<file path="config.mk">
export PLATFORM = sky130hd
export DESIGN_NAME = msis_regfile
export DESIGN_NICKNAME = d
export VERILOG_FILES = /design/src/rtl/mips_subset_instruction_step_macros.svh /design/src/rtl/msis_pkg.sv /design/src/rtl/msis_regfile.sv
export SDC_FILE = /design/constraint.sdc
export NUM_CORES = 1
export LEC_CHECK = 0
export BUFFER_PORTS_ARGS = -buffer_cell sky130_fd_sc_hd__buf_2
export CAP_MARGIN = 25
export CORE_ASPECT_RATIO = 0.7
export CORE_MARGIN = 2
export CORE_UTILIZATION = 55
export DETAILED_ROUTE_END_ITERATION = 10
export PLACE_DENSITY = 0.74
export SLEW_MARGIN = 40
export SYNTH_ARGS = -nofsm -noshare
export SYNTH_HDL_FRONTEND = slang
export SYNTH_SLANG_ARGS = --single-unit
</file>
<file path="constraint.sdc">
create_clock -name aclk -period 4.2 [get_ports aclk]
set_input_delay 0.84 -clock aclk [delete_from_list [all_inputs] [get_ports aclk]]
set_output_delay 0.84 -clock aclk [all_outputs]
set_load 0.1 [all_outputs]
</file>
<file path="src/rtl/mips_subset_instruction_step_macros.svh">
// Assertion macros used by the top-level RTL file.
`ifndef MIPS_SUBSET_INSTRUCTION_STEP_MACROS_SVH
`define MIPS_SUBSET_INSTRUCTION_STEP_MACROS_SVH

// The antecedent implies the consequent in the same cycle.
`define MSIS_ASSERT_IMP(lbl, clk, rstn, ante, cons, msg) \
    lbl: assert property (@(posedge clk) disable iff (!rstn) (ante) |-> (cons)) \
        else $error(msg);

// The antecedent implies the consequent in the next cycle.
`define MSIS_ASSERT_NXT(lbl, clk, rstn, ante, cons, msg) \
    lbl: assert property (@(posedge clk) disable iff (!rstn) (ante) |=> (cons)) \
        else $error(msg);

`endif

</file>
<file path="src/rtl/msis_pkg.sv">
`default_nettype none

package msis_pkg;

    // Byte memory address width; the memory holds 2**MSIS_MEM_AW bytes.
    localparam int unsigned MSIS_MEM_AW = 12;

    // Item kinds.
    localparam logic [2:0] FUNC_EXEC   = 3'd0;
    localparam logic [2:0] FUNC_WR_MEM = 3'd1;
    localparam logic [2:0] FUNC_RD_MEM = 3'd2;
    localparam logic [2:0] FUNC_WR_REG = 3'd3;
    localparam logic [2:0] FUNC_RD_REG = 3'd4;
    localparam logic [2:0] FUNC_SET_PC = 3'd5;

    // Opcodes.
    localparam logic [5:0] OP_RTYPE = 6'd0;
    localparam logic [5:0] OP_J     = 6'd2;
    localparam logic [5:0] OP_BEQ   = 6'd4;
    localparam logic [5:0] OP_ADDI  = 6'd8;
    localparam logic [5:0] OP_LW    = 6'd35;
    localparam logic [5:0] OP_SW    = 6'd43;

    // R-type function codes.
    localparam logic [5:0] FN_ADD = 6'd32;
    localparam logic [5:0] FN_SUB = 6'd34;
    localparam logic [5:0] FN_AND = 6'd36;
    localparam logic [5:0] FN_OR  = 6'd37;
    localparam logic [5:0] FN_SLT = 6'd42;

    typedef struct packed {
        logic rd_en;
        logic wr_en;
        logic word;
    } mem_ctl_t;

    typedef struct packed {
        logic re;
        logic we;
    } rf_ctl_t;

endpackage

`default_nettype wire

</file>
<file path="src/rtl/msis_regfile.sv">
`default_nettype none

module msis_regfile
    import msis_pkg::*;
(
    input  wire logic        aclk,
    input  wire logic        aresetn,
    input  wire rf_ctl_t     ctl,
    input  wire logic [4:0]  raddr_a,
    input  wire logic [4:0]  raddr_b,
    input  wire logic [4:0]  waddr,
    input  wire logic [31:0] wdata,
    output logic      [31:0] rdata_a,
    output logic      [31:0] rdata_b
);

    logic [31:0] rf_mem [32];
    logic [31:0] valid_reg;
    logic [31:0] q_a_reg;
    logic [31:0] q_b_reg;
    logic        va_reg;
    logic        vb_reg;

    always_ff @(posedge aclk) begin
        if (ctl.we) begin
            rf_mem[waddr] <= wdata;
        end
        if (ctl.re) begin
            q_a_reg <= rf_mem[raddr_a];
            q_b_reg <= rf_mem[raddr_b];
        end
    end

    // An entry never written since reset reads as zero.
    always_ff @(posedge aclk) begin
        if (!aresetn) begin
            valid_reg <= '0;
            va_reg    <= 1'b0;
            vb_reg    <= 1'b0;
        end else begin
            if (ctl.we) begin
                valid_reg[waddr] <= 1'b1;
            end
            if (ctl.re) begin
                va_reg <= valid_reg[raddr_a];
                vb_reg <= valid_reg[raddr_b];
            end
        end
    end

    assign rdata_a = va_reg ? q_a_reg : '0;
    assign rdata_b = vb_reg ? q_b_reg : '0;

endmodule

`default_nettype wire

</file>
==> results.md <==
- The flow ran to the end, and the final reports show no timing, DRC or antenna violations.
- The placed cell area is 53800 um^2.
- The count of final max-slew check failures came to 0.
- The worst setup path is captured at an output pin.
- Compared with the post-synthesis result, the final layout area differs by 12.8%.
- In this run the static leakage power is 18.1 nW.
- The power density normalized to cell area is 426 nW/um^2.
- After the flow finishes, the layout carries non-filler instances totaling around 3700.
- The first global-routing pass estimated 196000 um of wire.
- Timing would allow up to 290 MHz.
- The maximum number of pins on one net before global-route repair is 67.
- The number of antenna violations at the first check in global routing is 12.
- Setup repair after global routing left no endpoint under its margin.
- The TritonCTS clock tree is yes.
- In the final routed layout, each cell accounts on average for roughly 37 um.
- At the later pin of the worst-skew pair, clock insertion delay measures 700 ps.
- The number of hold buffers added after CTS was 0.
- The cell count after placement is about 3500.
- The detailed-route wire length is 137000 um.
- rf_mem holds more flip-flops than any other register.
- The part of the cycle the worst path needs is around 82%.
- After global routing the overflow that remains totals 0.
- Clock-pin slew was measured on the worst setup and hold paths at 60 ps.
- The floorplan has slightly above 90 rows.
- Along the worst hold path, the cell count comes to 1.
- The flip-flop count of the largest register, all copies and words added is 1024.
- The buffer levels on the longest clock path is 3.
- The cell count of the worst reg-to-reg path is 3.
- On the critical path, the stage with the largest delay is an instance of dfxtp_2.
- The maximum VDD drop is roughly 360 uV.
- The clock net in this run drives a total of 1122 sinks.
- The routed layout has 26900 vias.
- The most used flip-flop cell after synthesis is edfxtp_1.
- The clock arrives with 20.5 ps of skew.
- The type of element launching the critical path is a flip-flop.
- The final count of hold timing violations is 0.
- The critical path required time is 3360 ps.
- The HPWL after detailed placement is 76800 um.
- Buffers inserted during clock tree synthesis total 104.
- The count of flip-flops with a built-in enable after synthesis is 1088.
- The share of the Yosys chip area taken by registers is 65.7%.
- The final setup violation count is 0.
- Grouping stages by cell kind, the critical path spends the most delay in buffers and inverters.
- The congestion estimate from routability-driven global placement came to 0.875.
- CTS placed an instance of clkbuf_16 at the clock tree root.
- In this run the number of cells on the critical path is 3.
- The overall power consumption is between 0.02 and 0.025 W.
- Counting I/O delays and the setup requirement, the final critical path takes 3450 ps.
- The library cell used most frequently in the layout, excluding fill and tap cells, is edfxtp_1.
- In the synthesized netlist the async set-or-reset flop fraction comes to 0%.
- The buffers inserted during post-CTS setup optimization is 0.
- The first routing iteration left 3944 violations.
- The type of the worst setup path is reg2out.
- Synthesis produced a netlist whose cell count is 2217.
- The net total in the final layout is 2455.
- The area of the placeable core is 91700 um^2.
- The critical path goes through buf_4 -> and2_1 -> buf_2.
- The post-route netlist has about 46% of its cells at a drive strength greater than 1.
- The starting density of the core is a little under three fifths.
- The die is 367 um wide.
- The synthesized netlist contains 27 unique library cells.
- The count of buffers added on input and output ports is around 110.
- In this run, post-CTS repair resized a total of 0 instances.
- Headroom to the max-slew limit came out at 44.0%.
- The critical path data arrival time is 2610 ps.
- The final sum of negative setup slack is 0 ps.
- The die span in y is approximately 260 um.
- The total nets after synthesis is 2268.
- The worst hold path belongs to the class reg2reg.
- For this run, design rule violations remaining after detail routing come to 0.
- The area enclosed by the die boundary is roughly 95000 um^2.
- The worst-case hold slack is between 400 and 500 ps.
- The global router's overall resource usage is 29.4%.
- The number of detailed-route iterations in the first pass is 6.
- The I/O pin count is approximately 120.
- The filler cells instantiated in the layout total around 6200.
- The slew at the pin with the worst max-slew slack is 841 ps.
- The largest fanout on the critical path is 19.
- The clock tree synthesis step divided the H-tree into 3 levels.
- The residual antenna-violating net count after detailed routing is 0.
- In this design, the stage delay of the slowest critical-path cell is 810 ps.
- The count of synthesis-stage warnings from yosys is 0.
- The buffers plus inverters on the worst setup path is 2.
- After synthesis the cells add up to 50700 um^2.
- Leaving out fill and tap cells, the most frequent cells in the layout are edfxtp_1 (1088), mux4_2 (640), clkbuf_16 (111).
- The synthesized area divided by synthesized cell count is 22.9 um^2.
- The post-synthesis register bit count is roughly 1100.
- The cell area after layout is 57200 um^2.
- Across the run, the number of max-cap violations was 0.
- The via count of the first global-routing pass is 27400.
- The vias per cell is 7.22.
## cells by family after synthesis
group,Yosys count,synth area share (%)
DFF,1122,65.7
muxes,736,30.5
buffers and inverters,167,1.59
and+or+nand+nor,140,1.51
AOI/OAI and AO/OA,52,0.727
## per-stage QoR
step           setup WS (ps)  util (%)
4_1_cts                  727      62.4
3_5_place_dp             858      58.6
2_1_floorplan            893         -
3_3_place_gp             866      58.6
5_1_grt                  684      62.4
6_report                 747      62.4
## layout make-up
type	count	area, um^2	share of cell area [%]
clock buffers	127	2880	5.03
well taps	1235	1550	2.70
repair buffers	248	2030	3.55
diodes	1	2.50	0.00437
clock inverters	64	587	1.03
flip-flops and latches	1122	33400	58.3
multi-input cells	928	16800	29.4
## synthesized netlist by cell type (16+ instances only)
master	n	area (um^2)
edfxtp_1	1088	32700
mux4_2	640	14400
clkbuf_1	74	278
and2_1	66	413
mux2_2	64	721
buf_2	46	230
nor2_1	35	131
dfxtp_1	34	681
mux2i_1	32	320
o21a_1	32	240
buf_1	31	116
buf_6	16	180
## report_power, final
part / leakage (nW) / total (W) / internal, W / switching (W)
combinational: 6.28 / 0.00214 / 0.000930 / 0.00121
clock: 1.69 / 0.00966 / 0.00548 / 0.00418
sequential: 10.1 / 0.0126 / 0.0125 / 0.0000919
## worst paths after layout
check	from	endpoint	slack, ps
max	vb_reg$_SDFFE_PN0P_	rdata_b[23]	750
min reg2reg	valid_reg[29]$_SDFFE_PN0P_	valid_reg[29]$_SDFFE_PN0P_	500
min	valid_reg[29]$_SDFFE_PN0P_	valid_reg[29]$_SDFFE_PN0P_	500
max reg2reg	rf_mem[1][12]$_DFFE_PP_	q_b_reg[12]$_DFFE_PP_	2220
## metal layers
layer / track usage (%) / up-vias / part of all wire, %
li1: - / 10200 / -
met1: 43.4 / 14500 / 38
met2: 43.4 / 1913 / 46
met3: 8.89 / 256 / 13
met4: 7.98 / 20 / 2.7
met5: 0 / - / 0.094
No activity file was read; power rests on OpenSTA's default activity.
